$ cat src/rtl/mmqe_pkg.sv
// ----------------------------------------------------------------------------
// Market maker quote engine package
// Field widths, stream layout, register indexes, quote modes and the
// command and status bundles shared by the controller and the datapath.
// ----------------------------------------------------------------------------
package mmqe_pkg;

  // Field widths of the stream items.
  localparam int PRICE_WIDTH = 40;
  localparam int IPW        = PRICE_WIDTH;  // price fields
  localparam int SIZE_W     = 32;
  localparam int INV_W      = 48;
  localparam int TIME_W     = 48;
  localparam int REG_W      = 32;  // most configuration registers
  localparam int MODE_W     = 2;
  localparam int LIMB_W     = 32;
  localparam int POS_NUM_W  = 64;  // |inventory| shifted left by 16
  localparam int POS_FRAC   = 16;

  // Input stream layout, lowest bit first.
  localparam int IN_ASK_P_LO  = 0;
  localparam int IN_ASK_S_LO  = IN_ASK_P_LO + IPW;
  localparam int IN_BID_P_LO  = IN_ASK_S_LO + SIZE_W;
  localparam int IN_BID_S_LO  = IN_BID_P_LO + IPW;
  localparam int IN_FAIR_LO   = IN_BID_S_LO + SIZE_W;
  localparam int IN_INV_LO    = IN_FAIR_LO + IPW;
  localparam int IN_NOW_LO    = IN_INV_LO + INV_W;
  localparam int IN_TDATA_W   = 280;

  // Output stream layout, lowest bit first.
  localparam int OUT_ASK_P_LO = 0;
  localparam int OUT_ASK_S_LO = OUT_ASK_P_LO + IPW;
  localparam int OUT_BID_P_LO = OUT_ASK_S_LO + SIZE_W;
  localparam int OUT_BID_S_LO = OUT_BID_P_LO + IPW;
  localparam int OUT_FLAG_BIT = OUT_BID_S_LO + SIZE_W;
  localparam int OUT_USED_W   = OUT_FLAG_BIT + 1;
  localparam int OUT_TDATA_W  = 152;

  // Configuration port.
  localparam int CFG_IDX_W  = 3;
  localparam int CFG_DATA_W = 48;

  localparam logic [CFG_IDX_W-1:0] CFG_QUOTE_MODE   = 3'd0;
  localparam logic [CFG_IDX_W-1:0] CFG_HALF_SPREAD  = 3'd1;
  localparam logic [CFG_IDX_W-1:0] CFG_TICK_STEP    = 3'd2;
  localparam logic [CFG_IDX_W-1:0] CFG_QUOTE_SIZE   = 3'd3;
  localparam logic [CFG_IDX_W-1:0] CFG_RISK_COEF    = 3'd4;
  localparam logic [CFG_IDX_W-1:0] CFG_MODEL_HALF   = 3'd5;
  localparam logic [CFG_IDX_W-1:0] CFG_HORIZON_MS   = 3'd6;
  localparam logic [CFG_IDX_W-1:0] CFG_FIRST_SETTLE = 3'd7;

  localparam logic [MODE_W-1:0] MODE_TOP   = 2'd0;
  localparam logic [MODE_W-1:0] MODE_MID   = 2'd1;
  localparam logic [MODE_W-1:0] MODE_MODEL = 2'd2;

  localparam logic [REG_W-1:0] HORIZON_RESET = 32'd86400000;
  localparam logic [REG_W-1:0] TICK_RESET    = 32'd1;

  // Last limb index of each multiply pass.
  localparam logic [1:0] POS_LAST_LIMB = 2'd1;
  localparam logic [1:0] P1_LAST_LIMB  = 2'd2;

  typedef struct packed {
    logic       load_in;    // capture the accepted input item
    logic       dl_step;    // load / roll the settlement deadline
    logic       rem_load;   // register remaining time and its flags
    logic       div_start;  // start both dividers, clear the products
    logic       mul_go;     // form one partial product
    logic       acc_go;     // add the partial product into its sum
    logic       mul_phase;  // 0: pos * risk, 1: (pos * risk) * horizon
    logic [1:0] limb;       // limb of the wide operand
    logic       term_load;  // register the saturated position term
    logic       out_load;   // write the quote into the output register
  } cmd_t;

  typedef struct packed {
    logic model_mode;
    logic div_busy;
  } sts_t;

endpackage

$ cat src/rtl/mmqe_ctrl.sv
// ----------------------------------------------------------------------------
// Quote engine controller
// Sequences one item through deadline update, division and limb multiplies
// (model mode only) and quote formation, and owns both stream handshakes.
// ----------------------------------------------------------------------------
module mmqe_ctrl (
  input  logic           clk,
  input  logic           rst_n,
  input  logic           in_tvalid,
  output logic           in_tready,
  output logic           out_tvalid,
  input  logic           out_tready,
  input  mmqe_pkg::sts_t sts,
  output mmqe_pkg::cmd_t cmd
);

  import mmqe_pkg::*;

  localparam logic [3:0] S_IDLE   = 4'd0;
  localparam logic [3:0] S_DEAD   = 4'd1;
  localparam logic [3:0] S_REM    = 4'd2;
  localparam logic [3:0] S_DSTART = 4'd3;
  localparam logic [3:0] S_DIV    = 4'd4;
  localparam logic [3:0] S_MULA   = 4'd5;
  localparam logic [3:0] S_MULB   = 4'd6;
  localparam logic [3:0] S_TERM   = 4'd7;
  localparam logic [3:0] S_RES    = 4'd8;

  logic [3:0] state_r, state_nxt;
  logic [1:0] limb_r, limb_nxt;
  logic       phase_r, phase_nxt;
  logic       out_valid_r, out_valid_nxt;

  always_comb begin
    state_nxt = state_r;
    limb_nxt  = limb_r;
    phase_nxt = phase_r;
    cmd       = '0;
    cmd.limb      = limb_r;
    cmd.mul_phase = phase_r;

    unique case (state_r)
      S_IDLE: begin
        if (in_tvalid) begin
          cmd.load_in = 1'b1;
          state_nxt   = sts.model_mode ? S_DEAD : S_RES;
        end
      end
      S_DEAD: begin
        cmd.dl_step = 1'b1;
        state_nxt   = S_REM;
      end
      S_REM: begin
        cmd.rem_load = 1'b1;
        state_nxt    = S_DSTART;
      end
      S_DSTART: begin
        cmd.div_start = 1'b1;
        limb_nxt      = '0;
        phase_nxt     = 1'b0;
        state_nxt     = S_DIV;
      end
      S_DIV: begin
        if (!sts.div_busy) begin
          state_nxt = S_MULA;
        end
      end
      S_MULA: begin
        cmd.mul_go = 1'b1;
        state_nxt  = S_MULB;
      end
      S_MULB: begin
        cmd.acc_go = 1'b1;
        state_nxt  = S_MULA;
        if (!phase_r && limb_r == POS_LAST_LIMB) begin
          phase_nxt = 1'b1;
          limb_nxt  = '0;
        end else if (phase_r && limb_r == P1_LAST_LIMB) begin
          state_nxt = S_TERM;
        end else begin
          limb_nxt = limb_r + 2'd1;
        end
      end
      S_TERM: begin
        cmd.term_load = 1'b1;
        state_nxt     = S_RES;
      end
      S_RES: begin
        // The quote waits here while the previous one is still held.
        if (!out_valid_r || out_tready) begin
          cmd.out_load = 1'b1;
          state_nxt    = S_IDLE;
        end
      end
      default: state_nxt = S_IDLE;
    endcase
  end

  always_comb begin
    if (cmd.out_load) begin
      out_valid_nxt = 1'b1;
    end else if (out_tready) begin
      out_valid_nxt = 1'b0;
    end else begin
      out_valid_nxt = out_valid_r;
    end
  end

  always_ff @(posedge clk) begin
    if (!rst_n) begin
      state_r     <= S_IDLE;
      limb_r      <= '0;
      phase_r     <= 1'b0;
      out_valid_r <= 1'b0;
    end else begin
      state_r     <= state_nxt;
      limb_r      <= limb_nxt;
      phase_r     <= phase_nxt;
      out_valid_r <= out_valid_nxt;
    end
  end

  assign in_tready  = state_r == S_IDLE;
  assign out_tvalid = out_valid_r;

endmodule

$ cat config.mk
export PLATFORM = sky130hd
export DESIGN_NAME = mmqe_ctrl
export DESIGN_NICKNAME = d
export VERILOG_FILES = /design/src/rtl/mmqe_pkg.sv /design/src/rtl/mmqe_ctrl.sv
export SDC_FILE = /design/constraint.sdc
export NUM_CORES = 1
export LEC_CHECK = 0
export ABC_AREA = 1
export BUFFER_PORTS_ARGS = -buffer_cell sky130_fd_sc_hd__buf_4
export CELL_PAD_IN_SITES_DETAIL_PLACEMENT = 0
export CELL_PAD_IN_SITES_GLOBAL_PLACEMENT = 2
export CORE_ASPECT_RATIO = 0.75
export CORE_MARGIN = 4
export CORE_UTILIZATION = 26
export DETAILED_ROUTE_END_ITERATION = 8
export GPL_TIMING_DRIVEN = 0
export PLACE_DENSITY_LB_ADDON = 0.08
export SLEW_MARGIN = 0
export SYNTH_ARGS = -nofsm -noshare
export SYNTH_HDL_FRONTEND = slang
export SYNTH_SLANG_ARGS = --single-unit
export TNS_END_PERCENT = 1
$ cat constraint.sdc
create_clock -name clk -period 2.3 [get_ports clk]
set_clock_uncertainty 0.05 [all_clocks]
set_input_delay 0.115 -clock clk [delete_from_list [all_inputs] [get_ports clk]]
set_output_delay 0.115 -clock clk [all_outputs]
set_load 0.05 [all_outputs]
Word level (Yosys, flattened, before mapping). Cells that the tools add are included.

Add/subtract/negate cells: 1. Equality and inequality tests: 15. Mux-type cells: 24. Reduce and logical (&&, ||, !) cells: 11.

Operator list (number): $pmux W4 S9 (1); $eq A4 B3 Y1 const B (4); $mux W4 (4); $mux W1 (13); $eq A4 B2 Y1 const B (2); $mux W2 (4); $ne A2 B2 Y1 const B (4); $eq A4 B1 Y1 const B (1); $eq A4 B4 Y1 const B (1); $logic_not A4 Y1 (1); $pmux W2 S2 (1); $reduce_and A2 Y1 (2); $reduce_bool A2 Y1 (2); $ne A3 B3 Y1 const B (1); $reduce_and A3 Y1 (1); $add A2 B1 Y2 const B (1); $eq A2 B1 Y1 const B (1); $eq A2 B2 Y1 const B (1); $logic_and A1 B1 Y1 (2); $logic_not A1 Y1 (2); $pmux W1 S2 (1); $logic_or A1 B1 Y1 (1).

Flip-flop bits (word level): 8. Bits of input ports: 6. Output and inout port bits: 13. Word-level logic and storage cells: 55.

Longest topological paths before layout. Gate-level depths: netlist of run 1.

Word-level depth: 5. Depth in mapped cells: 8. Gate-level depth less buffers: 8.

Worst setup path before layout of run 1. Ideal clock, no wire load.

Path type: register to register. Start: register state_r[2]. End: register state_r[1]. Library setup time: 70 ps. Arrival time: 1857 ps. Required time: 2180 ps. Setup slack: 323 ps. Stages on the path, launching flop included: 6. Path buffers: 0. Period minus slack after synthesis: 1977 ps. Cells stage by stage: dfxtp_1 > nor2_4 > inv_2 > nor3_1 > nor2_1 > a21oi_1.

Cells in the longest elaborated chain, start to end: 3. Elaborated cells on any way between the ends: 14. Classes of those cells: 11 x eq/ne; 1 x mux; 2 x reduce/logical.

Ends and longest elaborated chain: start, declared (line mmqe_ctrl.sv:29) `logic [3:0] state_r, state_nxt;`; start signal, assigned (line mmqe_ctrl.sv:116) `state_r <= state_nxt;`; $eq A4 B4 Y1 (tied with other cells) (line mmqe_ctrl.sv:42) `unique case (state_r)`; $ne A2 B2 Y1 (no line); $reduce_and A3 Y1 (no line).

Parallel ways exist; a longest one is shown, timed or not. A chain may end at the register's enable or synchronous reset.

==> results.tsv, run 1 <==
stage	metric	value	unit
route	Routed Antenna Nets	0	
route	Vias per Instance	4.209	
timing	Slew @ Worst Pin	0.3146	ns
critical_path	cell family with most CP delay	flip-flops	
clocking	Clk Latency, worst-skew pair	0.26	ns
global_route	vias in the first global route	487	
clocking	CTS resizes	0	
placement	final weighted congestion in routability-driven placement	0.6652	
critical_path	Critical Path AT	1.38	ns
placement	DP HPWL	1082	µm
min_path	Hold Crit Class	input pin to flop	
timing	Peak Freq	648.7	MHz
final_layout	n_diodes	0	
timing	unrepaired setup endpoints after global routing	false	
pwr	pwr dens	719.2	nW/µm²
critical_path	CP bufs+invs	3	
synthesis	synthesized flop and latch total	8	
die	core area	2032	µm²
critical_path	CP peak stage delay	0.41	ns
final_layout	NumNets Final	113	
final_layout	share of cells above drive strength 1	37.14	%
critical_path	WS Path Type	flop to output port	
placement	port bufs	18	
synthesis	sequential share of the synthesized area	28.64	%
pwr	static leakage	0.0004365	µW
job	Max-Cap Viols	0	
synthesis	syn nets	90	
run_status	status	finished clean	
clocking	Inserted Clock Buffers	3	
clocking	CTS tree	built	
global_route	Overflow after GRT	0	
critical_path	Critical Path RT	2.13	ns
clocking	htree depth	1	
synthesis	Post-Syn Instances	84	
global_route	first-pass GRT wire length	2035	µm
critical_path	CP max-delay cell	dfxtp_1	
clocking	CTS Hold Bufs	0	
placement	area post-placement	724.4	µm²
final_layout	fin area	747.0	µm²
die	Die Y	48.17	µm
synthesis	Mapped Area	559.3	µm²
route	WL/cell	10.09	µm
synthesis	Synth cell types	18	
clocking	# Post-CTS Setup Buffers	0	
clocking	Reg clk slew, reported paths	0.06	ns
timing	final hold viol count	0	
timing	Final setup viols	0	
critical_path	worst-path maximum fanout	4	
critical_path	Worst setup SP type	flop	
timing	setup TNS	0	ns
die	FP Rows	14	
clocking	Root Driver	clkbuf_4	
clocking	Clock Sinks	8	
global_route	GR Util All Layers	9.703	%
route	Via Count	543	
timing	Final Max Slew Viols	0	
timing	worst rel slew slack	79.00	%
route	DR pass1 iterations	4	
global_route	antenna violations before repair	0	
synthesis	synth warn	0	
critical_path	element type at the critical path end	output port	
route	post-detailed-route DRC marker count	0	
die	Initial Util	27.52	%
synthesis	Avg Cell Area, Syn	6.658	µm²
die	Die ar.	2965	µm²
die	Die X	61.56	µm
timing	period utilization	67.03	%
clocking	CTS max path bufs	2	
timing	Min Clock Period, post-route	1.542	ns
final_layout	Syn-to-layout area delta	33.56	%
pwr	peak supply drop	466.7	µV
die	Boundary Pins	19	
critical_path	critical path, cell by cell	inv_2 > nor2_1 > nand2_1 > nor2_1 > buf_4 > buf_4	
route	Final Routed Wirelength	1301	µm
global_route	largest net degree at the start of global routing	8	
route	Iteration-0 DRC Markers	13	
-- routing by layer --
layer	global-route usage (%)	vias to the layer above	part of all wire, %
met5	0	-	0
met4	1.271	0	0
met3	5.556	0	7.6
met2	14.82	13	40
met1	12.30	230	52
li1	-	300	-
-- final cells by class --
| cell class | count | area [µm²] |
|---|---|---|
| Fill cell | 230 | 1285 |
| Sequential cell | 8 | 160.2 |
| Buffer | 3 | 22.52 |
| Multi-Input combinational cell | 56 | 312.8 |
| Inverter | 17 | 63.81 |
| Tap cell | 24 | 30.03 |
| Clock buffer | 3 | 22.52 |
| Timing Repair Buffer | 18 | 135.1 |
-- path summary, 6_finish.rpt --
check,start,to,slack (ns),cells past startpoint
setup reg to reg,state_r[2],state_r[3],1.08,7
hold reg to reg,phase_r,phase_r,0.46,2
hold / removal,rst_n,state_r[3],0.04,3
setup / recovery,state_r[3],cmd[0],0.76,6
-- cell usage after synthesis --
cell type / n / area [µm²]
nor2_1: 14 / 52.55
nor3_1: 1 / 5.000
a22oi_1: 1 / 7.510
nand2_4: 4 / 45.04
nand2_1: 14 / 52.55
inv_1: 12 / 45.04
nor2_8: 1 / 20.02
a21oi_1: 4 / 20.02
nand3_1: 7 / 35.03
o21bai_1: 2 / 15.01
buf_4: 3 / 22.52
o22ai_1: 1 / 6.260
o21ai_0: 2 / 10.01
nor2_4: 1 / 11.26
nor2_2: 2 / 12.51
nand3_2: 2 / 20.02
inv_2: 5 / 18.77
dfxtp_1: 8 / 160.2
-- per-stage QoR --
| step | hold slack [ns] | setup slack, ns | util, % | instances | power (µW) |
|---|---|---|---|---|---|
| floorplan | 0.1854 | 0.3230 | - | 84 | 364.5 |
| global placement | 0.3145 | 1.016 | 35.65 | 126 | 432.2 |
| detailed placement | 0.3170 | 1.028 | 35.65 | 126 | 431.0 |
| CTS | 0.04399 | 0.7339 | 36.76 | 129 | 544.8 |
| global route | 0.03488 | 0.6126 | 36.76 | 129 | 574.4 |
| finish | 0.04351 | 0.7584 | 36.76 | 129 | 537.2 |
-- registers in the layout, indices dropped and copies added (netlist names) --
name	cells
limb_r	2
state_r	4
phase_r	1
out_tvalid	1
-- report_power, final --
group	leakage (µW)	internal, µW	switching [µW]	total (µW)
clock network	0.0000138	60.0	51.1	111
registers	0.0000651	152	18.6	171
logic	0.000358	79.4	176	255
total	0.000437	291	246	537
-- worst reg2reg max path, delay by kind of cell, from the launching register on --
family | cells | cell delay [ns]
simple gates | 6 | 0.51
buf+inv | 1 | 0.06
flops | 1 | 0.50
-- cell families after synthesis --
| logic type | count (synthesis) | share of synthesized area (%) |
|---|---|---|
| buf+inv | 20 | 15.44 |
| simple gates | 46 | 45.41 |
| compound gates | 10 | 10.52 |
| flops | 8 | 28.63 |
-- layout by cell type (no fill, tap or decap) --
| master | netlist | routed |
|---|---|---|
| nor2_2 | 2 | 2 |
| nand2_4 | 4 | 4 |
| nor3_1 | 1 | 1 |
| buf_4 | 3 | 21 |
| inv_2 | 5 | 5 |
| o21ai_0 | 2 | 2 |
| a22oi_1 | 1 | 1 |
| dfxtp_1 | 8 | 8 |
| inv_1 | 12 | 12 |
| nor2_8 | 1 | 1 |
| clkbuf_4 | 0 | 3 |
| o22ai_1 | 1 | 1 |
| a21oi_1 | 4 | 4 |
| o21bai_1 | 2 | 2 |
| nand3_1 | 7 | 7 |
| nand2_1 | 14 | 14 |
| nand3_2 | 2 | 2 |
| nor2_4 | 1 | 1 |
| nor2_1 | 14 | 14 |
Power figures use the tool's default switching activity.
==> inputs of run 2 (changes only) <==
--- a/config.mk
+++ b/config.mk
@@ -5,13 +5,13 @@
 export SDC_FILE = /design/constraint.sdc
 export NUM_CORES = 1
 export LEC_CHECK = 0
-export ABC_AREA = 1
+export ABC_AREA = 0
 export BUFFER_PORTS_ARGS = -buffer_cell sky130_fd_sc_hd__buf_4
 export CELL_PAD_IN_SITES_DETAIL_PLACEMENT = 0
 export CELL_PAD_IN_SITES_GLOBAL_PLACEMENT = 2
 export CORE_ASPECT_RATIO = 0.75
 export CORE_MARGIN = 4
-export CORE_UTILIZATION = 26
+export CORE_UTILIZATION = 23
 export DETAILED_ROUTE_END_ITERATION = 8
 export GPL_TIMING_DRIVEN = 0
 export PLACE_DENSITY_LB_ADDON = 0.08
==> constraint.sdc (replaced) <==
create_clock -name clk -period 1.2 [get_ports clk]
set_clock_uncertainty 0.05 [all_clocks]
set_input_delay 0.06 -clock clk [delete_from_list [all_inputs] [get_ports clk]]
set_output_delay 0.06 -clock clk [all_outputs]
set_load 0.05 [all_outputs]
==> results.tsv, run 2 <==
stage	metric	value	unit
min_path	WHS Path Cells	3	
placement	port bufs	18	
final_layout	NumNets Final	97	
pwr	Net Sw Power	244.5	µW
global_route	first-pass GRT wire length	2290	µm
die	Initial Util	24.79	%
synthesis	Synth Area in XOR/XNOR	1.724	%
critical_path	worst flop-to-flop path startpoint	state_r[2]	
synthesis	Yosys top cell area share	31.53	%
synthesis	Post-synth ARST share	0	%
die	core area	2049	µm²
placement	placed cell count	103	
global_route	antenna violations before repair	0	
critical_path	CP Launch Point	state_r[0]	
placement	DP HPWL	900.1	µm
pwr	clock network power share	27.3	%
placement	final weighted congestion in routability-driven placement	0.6779	
synthesis	Yosys top cell by area	dfxtp_1	
clocking	htree depth	1	
synthesis	Mapped Area	508.0	µm²
synthesis	synth warn	0	
min_path	Hold Startpoint	sts[1]	
final_layout	Syn-to-layout area delta	65.27	%
critical_path	CP bufs+invs	2	
final_layout	Biggest register	state_r	
run_status	failing checks	negative setup slack	
synthesis	largest family of logic cells by synthesized area	simple AND/OR/NAND/NOR gates	
route	WL/cell	12.17	µm
global_route	grt peak-use layer	met2	
synthesis	EDFF count, synth	0	
final_layout	Fillers	207	
critical_path	CP peak stage delay	0.53	ns
critical_path	Critical Path AT	1.59	ns
job	Max-Cap Viols	0	
critical_path	R2R cell count	6	
timing	Peak Freq	588.8	MHz
min_path	hold endpoint	state_r[0]	
final_layout	Reg area	163.9	µm²
synthesis	Post-Syn Instances	61	
critical_path	Critical Path RT	1.09	ns
timing	Final Max Slew Viols	0	
timing	period utilization	141.5	%
die	Boundary Pins	19	
global_route	GR Util met2	14.14	%
clocking	Clk Latency, worst-skew pair	0.25	ns
synthesis	sequential share of the synthesized area	31.53	%
pwr	sequential power share	37.3	%
global_route	largest net degree at the start of global routing	11	
final_layout	number of flip-flops under the largest register name	4	
route	DR pass1 iterations	3	
pwr	pwr dens	904.9	nW/µm²
clocking	CTS Hold Bufs	0	
timing	Worst Slack Setup Final	-0.4984	ns
critical_path	worst-path maximum fanout	2	
timing	unrepaired setup endpoints after global routing	true	
final_layout	commonest non-fill, non-tap cell in the layout	buf_4	
synthesis	top cells by area, synth	dfxtp_1 (32%), a21oi_1 (4.9%), buf_4 (4.4%), buf_6 (4.4%), nand4bb_1 (4.4%)	
critical_path	WS Path Type	flop to output port	
placement	area post-placement	695.7	µm²
min_path	Hold Crit Class	input pin to flop	
timing	Min Clock Period, post-route	1.698	ns
final_layout	final instance count without filler cells	113	
die	FP Rows	14	
final_layout	multi-input logic area	311.5	µm²
global_route	vias in the first global route	522	
clocking	Inserted Clock Buffers	3	
timing	worst hold margin	0.02633	ns
pwr	peak supply drop	477.6	µV
pwr	static leakage	0.0003668	µW
global_route	grt met3 use	4.398	%
pwr	Sw Ratio	32.18	%
die	Die X	62.27	µm
synthesis	Synth cell types	29	
die	Die Y	48.70	µm
synthesis	mux contribution to synthesized area	0	%
critical_path	cell family with most CP delay	simple AND/OR/NAND/NOR gates	
route	post-detailed-route DRC marker count	0	
pwr	Logic pwr share	35.4	%
clocking	Root Driver	clkbuf_4	
final_layout	Final Util	40.96	%
route	Via Count	518	
global_route	Overflow after GRT	0	
timing	worst rel slew slack	81.75	%
critical_path	element type at the critical path end	output port	
synthesis	Most used DFF post-synth	dfxtp_1	
synthesis	Synth Area in Compound Gates	15.27	%
final_layout	most frequent cells in the layout	buf_4 (21), buf_6 (8), a21oi_1 (5), dfxtp_1 (5)	
route	Final Routed Wirelength	1375	µm
critical_path	critical path, cell by cell	buf_6 > or4b_4 > and2b_1 > buf_8	
pwr	total power	759.7	µW
clocking	CTS max path bufs	2	
critical_path	worst reg2reg path endpoint	state_r[0]	
critical_path	CP max-delay cell	or4b_4	
global_route	GR Util met1	12.52	%
clocking	Clock Sinks	8	
route	Iteration-0 DRC Markers	3	
final_layout	fin area	839.6	µm²
final_layout	share of cells above drive strength 1	53.93	%
run_status	status	finished with violations	
synthesis	synth cell count leaders	dfxtp_1 (8), a21oi_1 (5), inv_1 (5)	
synthesis	simple-gate share of the synthesized area	36.95	%
final_layout	Top Registers	state_r (4), limb_r (2)	
route	Routed Antenna Nets	0	
synthesis	syn nets	67	
clocking	Reg clk slew, reported paths	0.06	ns
synthesis	Post-Synth Adder-Cell Area	0	%
die	Die ar.	3032	µm²
global_route	GR Util All Layers	9.372	%
timing	Final setup viols	17	
route	Vias per Instance	4.584	
clocking	CTS tree	built	
timing	final hold viol count	0	
synthesis	synthesized flop and latch total	8	
pwr	Int Power	515.2	µW
synthesis	most common cell in the netlist	dfxtp_1	
synthesis	Avg Cell Area, Syn	8.328	µm²
critical_path	worst reg-to-reg setup slack	-0.28	ns
final_layout	n_diodes	0	
critical_path	Worst setup SP type	flop	
timing	Slew @ Worst Pin	0.2734	ns
[run 2: cell types whose count changed after synthesis, sizes merged, moves of 3 or more]
cell	delta
nand2b	+3
nor2	-15
nand2	-16
nand3	-7
buf	+4
inv	-12
nor3	+4
[run 2: layout make-up]
class	count	share of cell area, %
sequential	8	19.52
inverter	5	2.235
timing repair buffer	26	27.72
tap	24	3.577
clock buffer	3	2.683
buffer	6	7.154
multi-input combinational	41	37.11
[run 2: worst max-delay path by stage]
stage,to,slack [ns],depth (start not counted)
floorplan,cmd[10],-0.38,3
global placement,cmd[0],-0.43,5
detailed placement,cmd[0],-0.42,5
CTS,cmd[0],-0.51,4
global route,cmd[0],-0.54,4
finish,cmd[0],-0.50,4
[run 2: kinds of logic (layout without fill, tap and decap cells)]
group | after synthesis | count (layout)
AND/OR/NAND/NOR | 28 | 28
AO/OA/AOI/OAI | 12 | 12
buffers and inverters | 12 | 40
flip-flops | 8 | 8
XOR/XNOR | 1 | 1
[run 2: layer usage]
metal  vias to the layer above  part of all wire (%)
li1                        276                     -
met1                       231                    49
met2                        11                    46
met3                         0                   5.7
met4                         0                     0
met5                         -                     0
[run 2: worst register-to-register path: stages, from the launching register on]
cell and delay (ns):
dfxtp_2 0.33, buf_6 0.10, buf_4 0.11, buf_6 0.12, or2b_1 0.24, a311o_1 0.30
nor3_2 0.16
[run 2: power groups by stage]
stage	logic, µW	clock network (µW)	registers (µW)
global placement	230	0	286
floorplan	162	0	293
finish	269	207	283
global route	285	241	284
CTS	262	220	282
detailed placement	226	0	286
[run 2: metrics by stage]
step | TNS, ns | worst slack (ns)
2_1_floorplan | -2.018 | -0.3837
3_3_place_gp | -1.725 | -0.4299
3_5_place_dp | -1.629 | -0.4224
4_1_cts | -5.058 | -0.5095
5_1_grt | -6.073 | -0.5412
6_report | -4.806 | -0.4984
[run 2: timing repair]
action	CTS	global route
setup endpoints to repair	16	17
endpoints found under the hold margin	0	0
setup buffers	8	0
gates cloned	0	0
resized for setup	14	9
pin swaps	5	1
==> inputs of run 3 (changes only) <==
--- a/config.mk
+++ b/config.mk
@@ -15,6 +15,7 @@
 export DETAILED_ROUTE_END_ITERATION = 8
 export GPL_TIMING_DRIVEN = 0
 export PLACE_DENSITY_LB_ADDON = 0.08
+export SKIP_CTS_REPAIR_TIMING = 1
 export SLEW_MARGIN = 0
 export SYNTH_ARGS = -nofsm -noshare
 export SYNTH_HDL_FRONTEND = slang
==> results.tsv, run 3 (synthesis gave the netlist of run 2 again) <==
stage	metric	value	unit
run_status	status	finished with violations	
run_status	failing checks	negative setup slack	
critical_path	CP most frequent cell	buf_8	
job	Max-Cap Viols	0	
final_layout	Syn-to-layout area delta	63.55	%
critical_path	CP peak stage delay	0.52	ns
critical_path	R2R cell count	5	
min_path	Hold Crit Class	input pin to flop	
route	WL/cell	11.85	µm
timing	Min Clock Period, post-route	1.736	ns
route	Iteration-0 DRC Markers	11	
pwr	static leakage	0.0003601	µW
timing	Worst Slack Setup Final	-0.5356	ns
final_layout	Top Registers	state_r (4), limb_r (2)	
die	Boundary Pins	19	
placement	final weighted congestion in routability-driven placement	0.6779	
route	Final Routed Wirelength	1303	µm
placement	placed cell count	103	
final_layout	commonest non-fill, non-tap cell in the layout	buf_4	
route	DR pass1 iterations	3	
final_layout	Fillers	205	
route	Routed Antenna Nets	0	
critical_path	CP max-delay cell	or4b_4	
timing	Final Max Slew Viols	0	
critical_path	element type at the critical path end	output port	
global_route	antenna violations before repair	0	
pwr	pwr dens	905.8	nW/µm²
critical_path	worst reg-to-reg setup slack	-0.24	ns
clocking	Reg clk slew, reported paths	0.06	ns
min_path	hold endpoint	state_r[0]	
final_layout	Biggest register	state_r	
die	Die X	62.27	µm
route	Vias per Instance	4.673	
critical_path	WS Path Type	flop to output port	
global_route	Overflow after GRT	0	
clocking	Root Driver	clkbuf_4	
min_path	WHS Path Cells	3	
final_layout	multi-input logic area	302.8	µm²
timing	Peak Freq	576.2	MHz
timing	Final setup viols	16	
critical_path	Worst setup SP type	flop	
timing	Slew @ Worst Pin	0.2804	ns
die	Initial Util	24.79	%
critical_path	critical path, cell by cell	buf_8 > or4b_4 > and2b_1 > buf_8	
clocking	htree depth	1	
timing	unrepaired setup endpoints after global routing	true	
min_path	Hold Startpoint	sts[1]	
clocking	Clk Latency, worst-skew pair	0.25	ns
clocking	Inserted Clock Buffers	3	
timing	final hold viol count	0	
critical_path	worst flop-to-flop path startpoint	state_r[0]	
critical_path	worst reg2reg path endpoint	limb_r[0]	
global_route	GR Util All Layers	8.454	%
critical_path	Critical Path RT	1.09	ns
pwr	peak supply drop	487.6	µV
route	Via Count	514	
die	FP Rows	14	
final_layout	most frequent cells in the layout	buf_4 (17), buf_6 (7), dfxtp_1 (6), a21oi_1 (5)	
final_layout	final instance count without filler cells	110	
final_layout	share of cells above drive strength 1	50.00	%
critical_path	worst-path maximum fanout	4	
critical_path	Critical Path AT	1.63	ns
placement	DP HPWL	900.1	µm
die	Die ar.	3032	µm²
final_layout	NumNets Final	94	
timing	worst rel slew slack	81.29	%
timing	worst hold margin	0.02267	ns
global_route	vias in the first global route	467	
timing	period utilization	144.6	%
final_layout	fin area	830.8	µm²
route	post-detailed-route DRC marker count	0	
clocking	CTS tree	built	
final_layout	Reg area	165.2	µm²
timing	setup TNS	-4.033	ns
die	core area	2049	µm²
pwr	total power	752.5	µW
final_layout	number of flip-flops under the largest register name	4	
placement	port bufs	18	
final_layout	n_diodes	0	
placement	area post-placement	695.7	µm²
die	Die Y	48.70	µm
global_route	first-pass GRT wire length	2076	µm
global_route	largest net degree at the start of global routing	11	
clocking	Clock Sinks	8	
clocking	CTS max path bufs	2	
[run 3: worst max path at each step]
stage	startpoint	to	slack, ns	depth (start not counted)
after global routing	state_r[2]	cmd[0]	-0.59	4
after CTS	state_r[3]	cmd[0]	-0.71	5
after detailed placement	state_r[3]	cmd[0]	-0.42	5
final	state_r[2]	cmd[0]	-0.54	4
after global placement	state_r[3]	cmd[0]	-0.43	5
after floorplan	state_r[0]	cmd[10]	-0.38	3
[run 3: per-stage QoR]
step | util (%) | setup WS, ns
after floorplan | - | -0.3837
after global placement | 33.94 | -0.4299
after detailed placement | 33.94 | -0.4224
after CTS | 35.04 | -0.7077
after global routing | 40.54 | -0.5867
final | 40.54 | -0.5356
[run 3: layout make-up]
type / count / area share [%]
Inverter: 5 / 2.259
Sequential cell: 8 / 19.88
Timing Repair Buffer: 23 / 27.86
Multi-Input combinational cell: 41 / 36.45
Clock buffer: 3 / 2.711
Tap cell: 24 / 3.614
Buffer: 6 / 7.229
[run 3: metal layers]
layer  vias to the layer above  global-route usage, %  share of wire [%]
met1                       233                  11.68                 50
li1                        272                      -                  -
met4                         0                  1.060                  0
met5                         -                      0                  0
met3                         0                  4.398                5.2
met2                         9                  11.90                 45
[run 3: report_power, final]
group	total, µW	internal [µW]	switching, µW	leakage, µW
Combinational	266	123	143	0.000280
Clock	206	114	91.9	0.0000138
Sequential	280	274	5.92	0.0000661
[run 3: critical path: cells and delay by family, from the launching register on]
| kind | cells | cell delay [ns] |
|---|---|---|
| buffers and inverters | 2 | 0.27 |
| DFF | 1 | 0.35 |
| and+or+nand+nor | 2 | 0.76 |
